$ cat src/rtl/assert_macros.svh
// Assertion macros for the RTL files that check their own logic.
`ifndef ASSERT_MACROS_SVH
`define ASSERT_MACROS_SVH

// Checks a property on every rising clock edge outside reset.
`define ASSERT_CLK(lbl, prop, msg) \
    lbl: assert property (@(posedge clk) disable iff (!rst_n) (prop)) else $error(msg);

// Checks that a condition holds whenever a trigger is true.
`define ASSERT_IMPLIES(lbl, trig, cond, msg) \
    `ASSERT_CLK(lbl, (trig) |-> (cond), msg)

`endif

$ cat src/rtl/lert_pkg.sv
`timescale 1ns / 1ps

package lert_pkg;

    localparam int SEQ_W        = 16;
    localparam int HIST_DEPTH   = 9;
    localparam int HIST_IDX_W   = 4;
    localparam int WIDX_W       = 3;
    localparam int WEIGHT_W     = 3;
    localparam int IN_TIME_W    = 32;
    localparam int RTT_W        = 24;
    localparam int RATE_OUT_W   = 25;
    // Weighted interval sums stay at or below 30 * 65535.
    localparam int ISUM_W       = 21;
    // Weight sums stay at or below 30.
    localparam int WSUM_W       = 5;
    localparam int DEN_W        = 21;

    typedef struct packed {
        logic                 cmd;
        logic [SEQ_W-1:0]     lost_seq;
        logic [SEQ_W-1:0]     before_seq;
        logic [IN_TIME_W-1:0] before_time;
        logic [SEQ_W-1:0]     after_seq;
        logic [IN_TIME_W-1:0] after_time;
        logic [RTT_W-1:0]     round_trip;
        logic [SEQ_W-1:0]     init_interval;
    } in_item_t;

    typedef struct packed {
        logic                  new_event;
        logic [SEQ_W-1:0]      loss_interval;
        logic [IN_TIME_W-1:0]  lost_time;
        logic [RATE_OUT_W-1:0] loss_rate;
        logic                  rate_rising;
    } out_item_t;

    // Averaging weights 1, 1, 1, 1, 0.8, 0.6, 0.4, 0.2 scaled by five.
    function automatic logic [WEIGHT_W-1:0] weight_of(input logic [WIDX_W-1:0] k);
        logic [WEIGHT_W-1:0] w;
        unique case (k)
            3'd4:    w = 3'd4;
            3'd5:    w = 3'd3;
            3'd6:    w = 3'd2;
            3'd7:    w = 3'd1;
            default: w = 3'd5;
        endcase
        return w;
    endfunction

endpackage

$ cat src/rtl/lert_in_if.sv
`timescale 1ns / 1ps

interface lert_in_if;
    import lert_pkg::*;

    logic     valid;
    logic     ready;
    in_item_t payload;

    modport source (output valid, output payload, input ready);
    modport sink (input valid, input payload, output ready);
endinterface

$ cat src/rtl/lert_out_if.sv
`timescale 1ns / 1ps

interface lert_out_if;
    import lert_pkg::*;

    logic      valid;
    logic      ready;
    out_item_t payload;

    modport source (output valid, output payload, input ready);
    modport sink (input valid, input payload, output ready);
endinterface

$ cat src/rtl/loss_event_rate_tracker.sv
// Loss event rate tracker. Each input item either initializes the tracker or reports one
// lost packet, and yields exactly one result item. The block handles one item at a time
// and is not ready while it works. An init item goes straight to the output register. A
// loss report first interpolates the loss time with a multiply and a divide, unless a zero
// sequence gap skips the interpolation, and then checks whether it opens a new loss event.
// A report that opens a new event then sums the weighted interval history, compares the
// two averages and divides for the rate reciprocal. The work is done by one shared shift,
// add and subtract unit that produces one product or quotient bit per cycle, first for the
// loss time interpolation and then for the rate reciprocal, and by the pass over the
// interval history. A finished result waits in an output register; the next item is taken
// once that register has room for the current result.
`timescale 1ns / 1ps

`include "assert_macros.svh"

module loss_event_rate_tracker #(
    parameter int RATE_FRACTION_BITS = 24,
    parameter int TIME_BITS          = 32
) (
    input logic        clk,
    input logic        rst_n,
    lert_in_if.sink    in_ch,
    lert_out_if.source out_ch
);
    import lert_pkg::*;

    localparam int RATE_W     = RATE_FRACTION_BITS + 1;
    localparam int PROD_W     = TIME_BITS + SEQ_W;
    localparam int NUM_W      = RATE_FRACTION_BITS + WSUM_W;
    localparam int DQ_W       = (PROD_W > NUM_W) ? PROD_W : NUM_W;
    localparam int DR_W       = DEN_W + 1;
    localparam int CNT_W      = $clog2(DQ_W + 1);
    localparam int CMP_W      = (TIME_BITS > RTT_W) ? TIME_BITS : RTT_W;
    localparam int PROD_SHIFT = DQ_W - PROD_W;
    localparam int NUM_SHIFT  = DQ_W - NUM_W;
    localparam int PCMP_W     = ISUM_W + WSUM_W;
    localparam logic [RATE_W-1:0] RATE_ONE = {1'b1, {RATE_FRACTION_BITS{1'b0}}};

    typedef enum logic [8:0] {
        S_IDLE   = 9'b000000001,
        S_MUL    = 9'b000000010,
        S_IDIV   = 9'b000000100,
        S_EVAL   = 9'b000001000,
        S_SUM    = 9'b000010000,
        S_CMP1   = 9'b000100000,
        S_CMP2   = 9'b001000000,
        S_RDIV   = 9'b010000000,
        S_FINISH = 9'b100000000
    } state_t;

    state_t state_reg, state_next;
    logic [CNT_W-1:0] count_reg, count_next;
    logic out_valid_reg, out_valid_next;
    logic [SEQ_W-1:0] hist_reg [HIST_DEPTH];
    logic [SEQ_W-1:0] hist_next [HIST_DEPTH];
    logic [SEQ_W-1:0] last_seq_reg, last_seq_next;
    logic [TIME_BITS-1:0] last_time_reg, last_time_next;
    logic [RATE_W-1:0] cur_rate_reg, cur_rate_next;
    logic [RATE_W-1:0] early_rate_reg, early_rate_next;

    logic [DQ_W-1:0] q_reg, q_next;
    logic [DR_W-1:0] rem_reg, rem_next;
    logic [DEN_W-1:0] divisor_reg, divisor_next;
    logic [SEQ_W-1:0] dl_reg, dl_next;
    logic [TIME_BITS-1:0] dt_reg, dt_next;
    logic [TIME_BITS-1:0] btime_reg, btime_next;
    logic [SEQ_W-1:0] lseq_reg, lseq_next;
    logic [RTT_W-1:0] rtt_reg, rtt_next;
    logic [TIME_BITS-1:0] lt_reg, lt_next;
    logic ev_reg, ev_next;
    logic [SEQ_W-1:0] iv_reg, iv_next;
    logic [ISUM_W-1:0] i0_reg, i0_next, i1_reg, i1_next;
    logic [WSUM_W-1:0] w0_reg, w0_next, w1_reg, w1_next;
    logic [PCMP_W-1:0] cmp_reg, cmp_next;
    out_item_t out_item_reg, out_item_next;

    in_item_t item;
    logic in_fire;
    logic [TIME_BITS-1:0] a_time, b_time, elapsed;
    logic [SEQ_W-1:0] ds, dl;
    logic new_ev;
    logic [DR_W-1:0] rem_sh, rem_step;
    logic div_ge;
    logic [DQ_W-1:0] q_div, q_mul;
    logic [HIST_IDX_W-1:0] sidx;
    logic [SEQ_W-1:0] h0, h1;
    logic [WEIGHT_W-1:0] wt;
    logic take1;
    logic [WSUM_W-1:0] num;
    logic [ISUM_W-1:0] den;
    logic shift_en;
    logic [SEQ_W-1:0] shift_val;

    assign item      = in_ch.payload;
    assign in_ch.ready = (state_reg == S_IDLE);
    assign in_fire   = in_ch.valid && in_ch.ready;
    assign a_time    = TIME_BITS'(item.after_time);
    assign b_time    = TIME_BITS'(item.before_time);
    assign ds        = item.after_seq - item.before_seq;
    assign dl        = item.lost_seq - item.before_seq;

    assign out_ch.valid   = out_valid_reg;
    assign out_ch.payload = out_item_reg;

    // Shared unit: one restoring division step, or one shift-add multiply step.
    assign rem_sh   = {rem_reg[DR_W-2:0], q_reg[DQ_W-1]};
    assign div_ge   = (rem_sh >= {1'b0, divisor_reg});
    assign rem_step = div_ge ? (rem_sh - {1'b0, divisor_reg}) : rem_sh;
    assign q_div    = {q_reg[DQ_W-2:0], div_ge};
    assign q_mul    = (q_reg << 1)
                    + (dl_reg[SEQ_W-1] ? (DQ_W'(dt_reg) << PROD_SHIFT) : '0);

    // A new event needs a positive elapsed time longer than one round trip.
    assign elapsed = lt_reg - last_time_reg;
    assign new_ev  = !elapsed[TIME_BITS-1] && (CMP_W'(elapsed) > CMP_W'(rtt_reg));

    assign sidx = {1'b0, count_reg[WIDX_W-1:0]};
    assign h0   = hist_reg[sidx];
    assign h1   = hist_reg[sidx + HIST_IDX_W'(1)];
    assign wt   = weight_of(count_reg[WIDX_W-1:0]);

    // The shifted average wins when it is the only one defined or the larger one.
    assign take1 = (i1_reg != '0)
                && ((w0_reg == '0) || (cmp_reg > PCMP_W'(i0_reg) * PCMP_W'(w1_reg)));
    assign num   = take1 ? w1_reg : w0_reg;
    assign den   = take1 ? i1_reg : i0_reg;

    always_comb
    begin
        state_next      = state_reg;
        count_next      = count_reg;
        out_valid_next  = out_valid_reg && !out_ch.ready;
        last_seq_next   = last_seq_reg;
        last_time_next  = last_time_reg;
        cur_rate_next   = cur_rate_reg;
        early_rate_next = early_rate_reg;
        q_next          = q_reg;
        rem_next        = rem_reg;
        divisor_next    = divisor_reg;
        dl_next         = dl_reg;
        dt_next         = dt_reg;
        btime_next      = btime_reg;
        lseq_next       = lseq_reg;
        rtt_next        = rtt_reg;
        lt_next         = lt_reg;
        ev_next         = ev_reg;
        iv_next         = iv_reg;
        i0_next         = i0_reg;
        i1_next         = i1_reg;
        w0_next         = w0_reg;
        w1_next         = w1_reg;
        cmp_next        = cmp_reg;
        out_item_next   = out_item_reg;
        shift_en        = 1'b0;
        shift_val       = '0;

        unique case (state_reg)
            S_IDLE:
            begin
                if (in_fire)
                begin
                    if (item.cmd)
                    begin
                        last_seq_next  = item.lost_seq;
                        last_time_next = a_time;
                        shift_en       = 1'b1;
                        shift_val      = item.init_interval;
                        lt_next        = a_time;
                        ev_next        = 1'b0;
                        iv_next        = '0;
                        state_next     = S_FINISH;
                    end
                    else
                    begin
                        btime_next   = b_time;
                        lseq_next    = item.lost_seq;
                        rtt_next     = item.round_trip;
                        dl_next      = dl;
                        dt_next      = a_time - b_time;
                        divisor_next = DEN_W'(ds);
                        if (ds == '0)
                        begin
                            lt_next    = b_time;
                            state_next = S_EVAL;
                        end
                        else
                        begin
                            q_next     = '0;
                            count_next = CNT_W'(SEQ_W);
                            state_next = S_MUL;
                        end
                    end
                end
            end
            S_MUL:
            begin
                q_next     = q_mul;
                dl_next    = dl_reg << 1;
                count_next = count_reg - CNT_W'(1);
                if (count_reg == CNT_W'(1))
                begin
                    rem_next   = '0;
                    count_next = CNT_W'(PROD_W);
                    state_next = S_IDIV;
                end
            end
            S_IDIV:
            begin
                q_next     = q_div;
                rem_next   = rem_step;
                count_next = count_reg - CNT_W'(1);
                if (count_reg == CNT_W'(1))
                begin
                    lt_next    = btime_reg + q_div[TIME_BITS-1:0];
                    state_next = S_EVAL;
                end
            end
            S_EVAL:
            begin
                if (new_ev)
                begin
                    ev_next         = 1'b1;
                    iv_next         = lseq_reg - last_seq_reg;
                    last_seq_next   = lseq_reg;
                    last_time_next  = lt_reg;
                    shift_en        = 1'b1;
                    shift_val       = lseq_reg - last_seq_reg;
                    early_rate_next = cur_rate_reg;
                    i0_next         = '0;
                    i1_next         = '0;
                    w0_next         = '0;
                    w1_next         = '0;
                    count_next      = '0;
                    state_next      = S_SUM;
                end
                else
                begin
                    ev_next    = 1'b0;
                    iv_next    = '0;
                    state_next = S_FINISH;
                end
            end
            S_SUM:
            begin
                i0_next = i0_reg + ISUM_W'(h0) * ISUM_W'(wt);
                i1_next = i1_reg + ISUM_W'(h1) * ISUM_W'(wt);
                w0_next = w0_reg + ((h0 != '0) ? WSUM_W'(wt) : '0);
                w1_next = w1_reg + ((h1 != '0) ? WSUM_W'(wt) : '0);
                count_next = count_reg + CNT_W'(1);
                if (count_reg[WIDX_W-1:0] == '1)
                begin
                    state_next = S_CMP1;
                end
            end
            S_CMP1:
            begin
                cmp_next   = PCMP_W'(i1_reg) * PCMP_W'(w0_reg);
                state_next = S_CMP2;
            end
            S_CMP2:
            begin
                if (den == '0)
                begin
                    cur_rate_next = RATE_ONE;
                    state_next    = S_FINISH;
                end
                else
                begin
                    q_next       = (DQ_W'(num) << RATE_FRACTION_BITS) << NUM_SHIFT;
                    rem_next     = '0;
                    divisor_next = DEN_W'(den);
                    count_next   = CNT_W'(NUM_W);
                    state_next   = S_RDIV;
                end
            end
            S_RDIV:
            begin
                q_next     = q_div;
                rem_next   = rem_step;
                count_next = count_reg - CNT_W'(1);
                if (count_reg == CNT_W'(1))
                begin
                    cur_rate_next = q_div[RATE_W-1:0];
                    state_next    = S_FINISH;
                end
            end
            S_FINISH:
            begin
                if (!out_valid_reg || out_ch.ready)
                begin
                    out_valid_next              = 1'b1;
                    out_item_next.new_event     = ev_reg;
                    out_item_next.loss_interval = iv_reg;
                    out_item_next.lost_time     = IN_TIME_W'(lt_reg);
                    out_item_next.loss_rate     = RATE_OUT_W'(cur_rate_reg);
                    out_item_next.rate_rising   = (cur_rate_reg > early_rate_reg);
                    state_next                  = S_IDLE;
                end
            end
            default:
            begin
                state_next = S_IDLE;
            end
        endcase

        for (int k = 0; k < HIST_DEPTH; k++)
        begin
            hist_next[k] = hist_reg[k];
        end
        if (shift_en)
        begin
            for (int k = 1; k < HIST_DEPTH; k++)
            begin
                hist_next[k] = hist_reg[k-1];
            end
            hist_next[0] = shift_val;
        end
    end

    always_ff @(posedge clk or negedge rst_n)
    begin
        if (!rst_n)
        begin
            state_reg      <= S_IDLE;
            count_reg      <= '0;
            out_valid_reg  <= 1'b0;
            last_seq_reg   <= '0;
            last_time_reg  <= '0;
            cur_rate_reg   <= '0;
            early_rate_reg <= '0;
            for (int k = 0; k < HIST_DEPTH; k++)
            begin
                hist_reg[k] <= '0;
            end
        end
        else
        begin
            state_reg      <= state_next;
            count_reg      <= count_next;
            out_valid_reg  <= out_valid_next;
            last_seq_reg   <= last_seq_next;
            last_time_reg  <= last_time_next;
            cur_rate_reg   <= cur_rate_next;
            early_rate_reg <= early_rate_next;
            for (int k = 0; k < HIST_DEPTH; k++)
            begin
                hist_reg[k] <= hist_next[k];
            end
        end
    end

    always_ff @(posedge clk)
    begin
        q_reg        <= q_next;
        rem_reg      <= rem_next;
        divisor_reg  <= divisor_next;
        dl_reg       <= dl_next;
        dt_reg       <= dt_next;
        btime_reg    <= btime_next;
        lseq_reg     <= lseq_next;
        rtt_reg      <= rtt_next;
        lt_reg       <= lt_next;
        ev_reg       <= ev_next;
        iv_reg       <= iv_next;
        i0_reg       <= i0_next;
        i1_reg       <= i1_next;
        w0_reg       <= w0_next;
        w1_reg       <= w1_next;
        cmp_reg      <= cmp_next;
        out_item_reg <= out_item_next;
    end

    `ASSERT_CLK(a_busy_after_accept, in_fire |=> (state_reg != S_IDLE), "idle after accept")
    `ASSERT_CLK(a_rate_bounded, cur_rate_reg <= RATE_ONE, "loss rate above one")
    `ASSERT_IMPLIES(a_rem_below_divisor, (state_reg == S_IDIV) || (state_reg == S_RDIV), rem_reg < {1'b0, divisor_reg}, "remainder too large")
    `ASSERT_IMPLIES(a_interval_needs_event, out_valid_reg && !out_item_reg.new_event, out_item_reg.loss_interval == '0, "stray interval")

endmodule
$ cat src/flat_wrapper.sv
// flat-port wrapper written by rule: the top's interface ports become plain ports
module loss_event_rate_tracker_flat import lert_pkg::*;
#(
    parameter int RATE_FRACTION_BITS = 24,
    parameter int TIME_BITS          = 32
)
  (clk, rst_n, in_ch_valid, in_ch_payload, in_ch_ready, out_ch_valid, out_ch_payload, out_ch_ready);
  lert_in_if in_ch_i ();
  lert_out_if out_ch_i ();
  input logic clk;
  input logic rst_n;
  input wire logic [$bits(in_ch_i.valid)-1:0] in_ch_valid;
  input wire logic [$bits(in_ch_i.payload)-1:0] in_ch_payload;
  output wire logic [$bits(in_ch_i.ready)-1:0] in_ch_ready;
  output wire logic [$bits(out_ch_i.valid)-1:0] out_ch_valid;
  output wire logic [$bits(out_ch_i.payload)-1:0] out_ch_payload;
  input wire logic [$bits(out_ch_i.ready)-1:0] out_ch_ready;
  assign in_ch_i.valid = in_ch_valid;
  assign in_ch_i.payload = in_ch_payload;
  assign in_ch_ready = in_ch_i.ready;
  assign out_ch_valid = out_ch_i.valid;
  assign out_ch_payload = out_ch_i.payload;
  assign out_ch_i.ready = out_ch_ready;
  loss_event_rate_tracker #(.RATE_FRACTION_BITS(RATE_FRACTION_BITS), .TIME_BITS(TIME_BITS)) u_core (.clk(clk), .rst_n(rst_n), .in_ch(in_ch_i), .out_ch(out_ch_i));
endmodule
$ cat config.mk
export PLATFORM = sky130hd
export DESIGN_NAME = loss_event_rate_tracker_flat
export DESIGN_NICKNAME = d
export VERILOG_FILES = /design/src/rtl/lert_pkg.sv /design/src/rtl/lert_in_if.sv /design/src/rtl/lert_out_if.sv /design/src/rtl/loss_event_rate_tracker.sv /design/src/flat_wrapper.sv
export VERILOG_INCLUDE_DIRS = /design/src /design/src/rtl
export SDC_FILE = /design/constraint.sdc
export NUM_CORES = 2
export LEC_CHECK = 0
export BUFFER_PORTS_ARGS = -buffer_cell sky130_fd_sc_hd__buf_2
export CORE_ASPECT_RATIO = 1.5
export CORE_MARGIN = 2
export CORE_UTILIZATION = 50
export CTS_BUF_LIST = sky130_fd_sc_hd__clkbuf_8
export DETAILED_ROUTE_END_ITERATION = 10
export PLACE_DENSITY = 0.67
export RECOVER_POWER = 25
export SYNTH_ARGS = -nofsm -noshare
export SYNTH_HDL_FRONTEND = slang
export SYNTH_SLANG_ARGS = --single-unit
$ cat constraint.sdc
create_clock -name clk -period 27.1 [get_ports clk]
set_clock_uncertainty 0.2 [all_clocks]
set_input_delay 4.065 -clock clk [delete_from_list [all_inputs] [get_ports clk]]
set_output_delay 4.065 -clock clk [all_outputs]
set_load 0.01 [all_outputs]
==> impl_metrics.ini <==
[finish]
post-route-util = 0.551
finalNetCount = 5764
layout.cells.non_filler = 6422
largest_register_ffs = 144
syn_to_final_growth_pct = 9.76
drive_gt1_frac = 0.125
design_area_sq_um = 54200

[logic_synthesis]
ys_top_cells_by_area = edfxtp_1 (25%), dfrtp_1 (13%), ha_1 (9.9%)
synth-seq-cells = 670
syn_nets = 5539
yosys_warnings = 0
yosysUniqueCellTypes = 87
synth_ff_type = edfxtp_1
synthCells = 4807
avgSynthCellArea_sq_um = 10.3
synth_edf_count = 412
netlist.area_leader.share = 0.251
syn_area_sq_um = 49400
yosysSeqAreaShare = 0.381
async_reset_ff_frac = 0.385
yosysTopAreaCell = edfxtp_1

[routing]
drt_iter0_markers = 2235
drc = 0
wirelength_um = 145000
vias_per_cell = 5.92
firstDrtPassIters = 5
routedWlPerCell_um = 22.6
dr_total_vias = 38000
ant_nets = 0

[flow_run]
maxCapViolations = 9

[global_routing]
grt_first_pass_wirelength_um = 222000
grt_max_degree = 76
grt_antenna_before_repair = 23
gr-total-overflow = 0
first_global_vias = 38900
track_usage = 0.288

[pwr]
p_leak_nw = 24.4
power_frac_clock = 0.177
power_switching_w = 0.00231
p_int_w = 0.00304
combinationalPowerShare = 0.528
peakVddDrop_mv = 0.0657
p_seq_frac = 0.295
swShare = 0.431
powerDensity_nw_per_um2 = 98.8

[clock_network]
clock_latency_ps = 820
path_clk_slew_ps = 70
holdBufCountCts = 0
htree_levels = 3
clk_path_buf_depth = 3
cts_buffers = 106
post_cts_buffers = 0
cts_resized = 0
cts_root_buf = clkbuf_8
cts_tree = yes
cts_num_sinks = 670

[die]
die_y_um = 389
die_w_um = 261
start_util = 0.502
core_sq_um = 98300
die_area_sq_um = 101000
io_pins = 234
num_rows = 141

[setup_path]
ff2ff_setup_slack_ps = 15490
crit_type = reg2reg
crit_fanout = 48
cp.arrival_ps = 11930
r2r_end = u_core.i1_reg[19]
slowest_delay_ps = 2220
reg2reg_depth = 25
cp-start-kind = flip-flop
crit_path_top_delay_cell = clkbuf_1
required_ps = 27420
timing.rr.start = u_core.count_reg[1]
endpoint_kind = flip-flop

[min_path]
min_path_type = reg2reg
worstHoldEndpoint = u_core.out_ch.payload[70]
hold_start = u_core.iv_reg[12]
whs_path_depth = 0

[place]
dpl.cell_count = 6211
dp_hpwl_um = 111000
place_area_sq_um = 52000
routabilityCongestion = 0.952
io_buffers = 233

[run_status]
violations = capacitance limit, slew limit
status = finished, violations left

[sta]
finalCritPeriodShare = 0.428
min_period_ps = 11610
setup_tns_ps = 0
fmax_ghz = 0.0861
slew_headroom = -1.68
hold_violations = 0
worstMarginPinSlew_ps = 4010
finalSetupViolCount = 0
grt_setup_unrepaired = false
drv_slew = 372
synthesized netlist by cell type (96+ instances only):
cell type and n:
dfrtp_1 257, and2_1 184, nor2_1 283, nand2_1 466, mux2_2 167, a21o_1 96
ha_1 389, a21oi_1 225, inv_1 446, fa_1 186, mux2i_1 157, xnor2_1 128
clkbuf_1 133, o21ai_0 245, edfxtp_1 412
cell usage in the layout (no fill, tap or decap), types with 65 or more instances in the layout:
cell	synthesis	layout
o21ai_0	245	245
and2_1	184	176
edfxtp_1	412	412
xnor2_1	128	128
clkbuf_8	0	125
nand3_1	65	65
fa_1	186	186
mux2i_1	157	157
a21oi_1	225	223
inv_1	446	478
xor2_1	95	95
a21o_1	96	96
nor2_1	283	280
nor3_1	85	85
nand2_1	466	465
ha_1	389	388
dfrtp_1	257	255
mux2_2	167	167
buf_2	10	183
per-stage QoR:
stage                     hold WS [ps]  total power (W)  setup WS (ps)
after floorplan                    200          0.00362          17770
after global placement             201          0.00433          17710
after detailed placement           205          0.00439          17470
after CTS                          218          0.00536          17420
after global routing               221          0.00575          14740
final                              213          0.00535          15490
how the worst max path moves through the flow:
stage	slack (ps)	cells past startpoint	to	from
detailed placement	17470	29	u_core.divisor_reg[11]	u_core.w1_reg[3]
global placement	17710	29	u_core.q_reg[4]	u_core.w1_reg[3]
floorplan	17770	29	u_core.q_reg[0]	u_core.w1_reg[4]
global route	14740	25	u_core.i1_reg[19]	u_core.count_reg[1]
finish	15490	25	u_core.i1_reg[19]	u_core.count_reg[1]
CTS	17420	29	u_core.q_reg[24]	u_core.w1_reg[3]
layer usage:
layer / wire, um / track usage / share of wire
met5: 154 / 0 / 0.0011
met1: 49300 / 0.296 / 0.34
met3: 9490 / 0.0584 / 0.065
met2: 74000 / 0.512 / 0.51
met4: 12500 / 0.216 / 0.086
layout make-up:
| type | count | area, sq um |
|---|---|---|
| multi-input cells | 3524 | 28300 |
| flip-flops and latches | 670 | 18800 |
| clock inverters | 75 | 576 |
| clock buffers | 125 | 1720 |
| well taps | 1287 | 1610 |
| fillers | 8689 | 44100 |
| inverters | 448 | 1680 |
| repair buffers | 282 | 1440 |
| diodes | 11 | 27.5 |
logic make-up after synthesis:
kind of cell    Yosys count  synth area share
mux                     378            0.0932
compound gates          985             0.131
simple gates           1363             0.133
xor+xnor                223            0.0396
buf+inv                 613            0.0474
flops                   670             0.381
fa+ha+maj               575             0.174
power groups by stage:
stage | Clock [W] | Combinational (W) | Sequential (W)
floorplan | 0 | 0.00211 | 0.00151
global placement | 0 | 0.00274 | 0.00159
detailed placement | 0 | 0.00280 | 0.00159
CTS | 0.000966 | 0.00282 | 0.00157
global route | 0.00100 | 0.00314 | 0.00160
finish | 0.000946 | 0.00283 | 0.00158
critical path, delay by kind of cell, from the launching register on:
family                     cells  cell delay [ps]
AOI/OAI and AO/OA             11             2470
xor gates and xnor gates       1              140
adders and majority gates      4             2100
buffers and inverters          5             5080
DFF                            1              340
muxes                          1              700
and+or+nand+nor                3              250
Note: power is estimated with default switching activity, not from simulation.
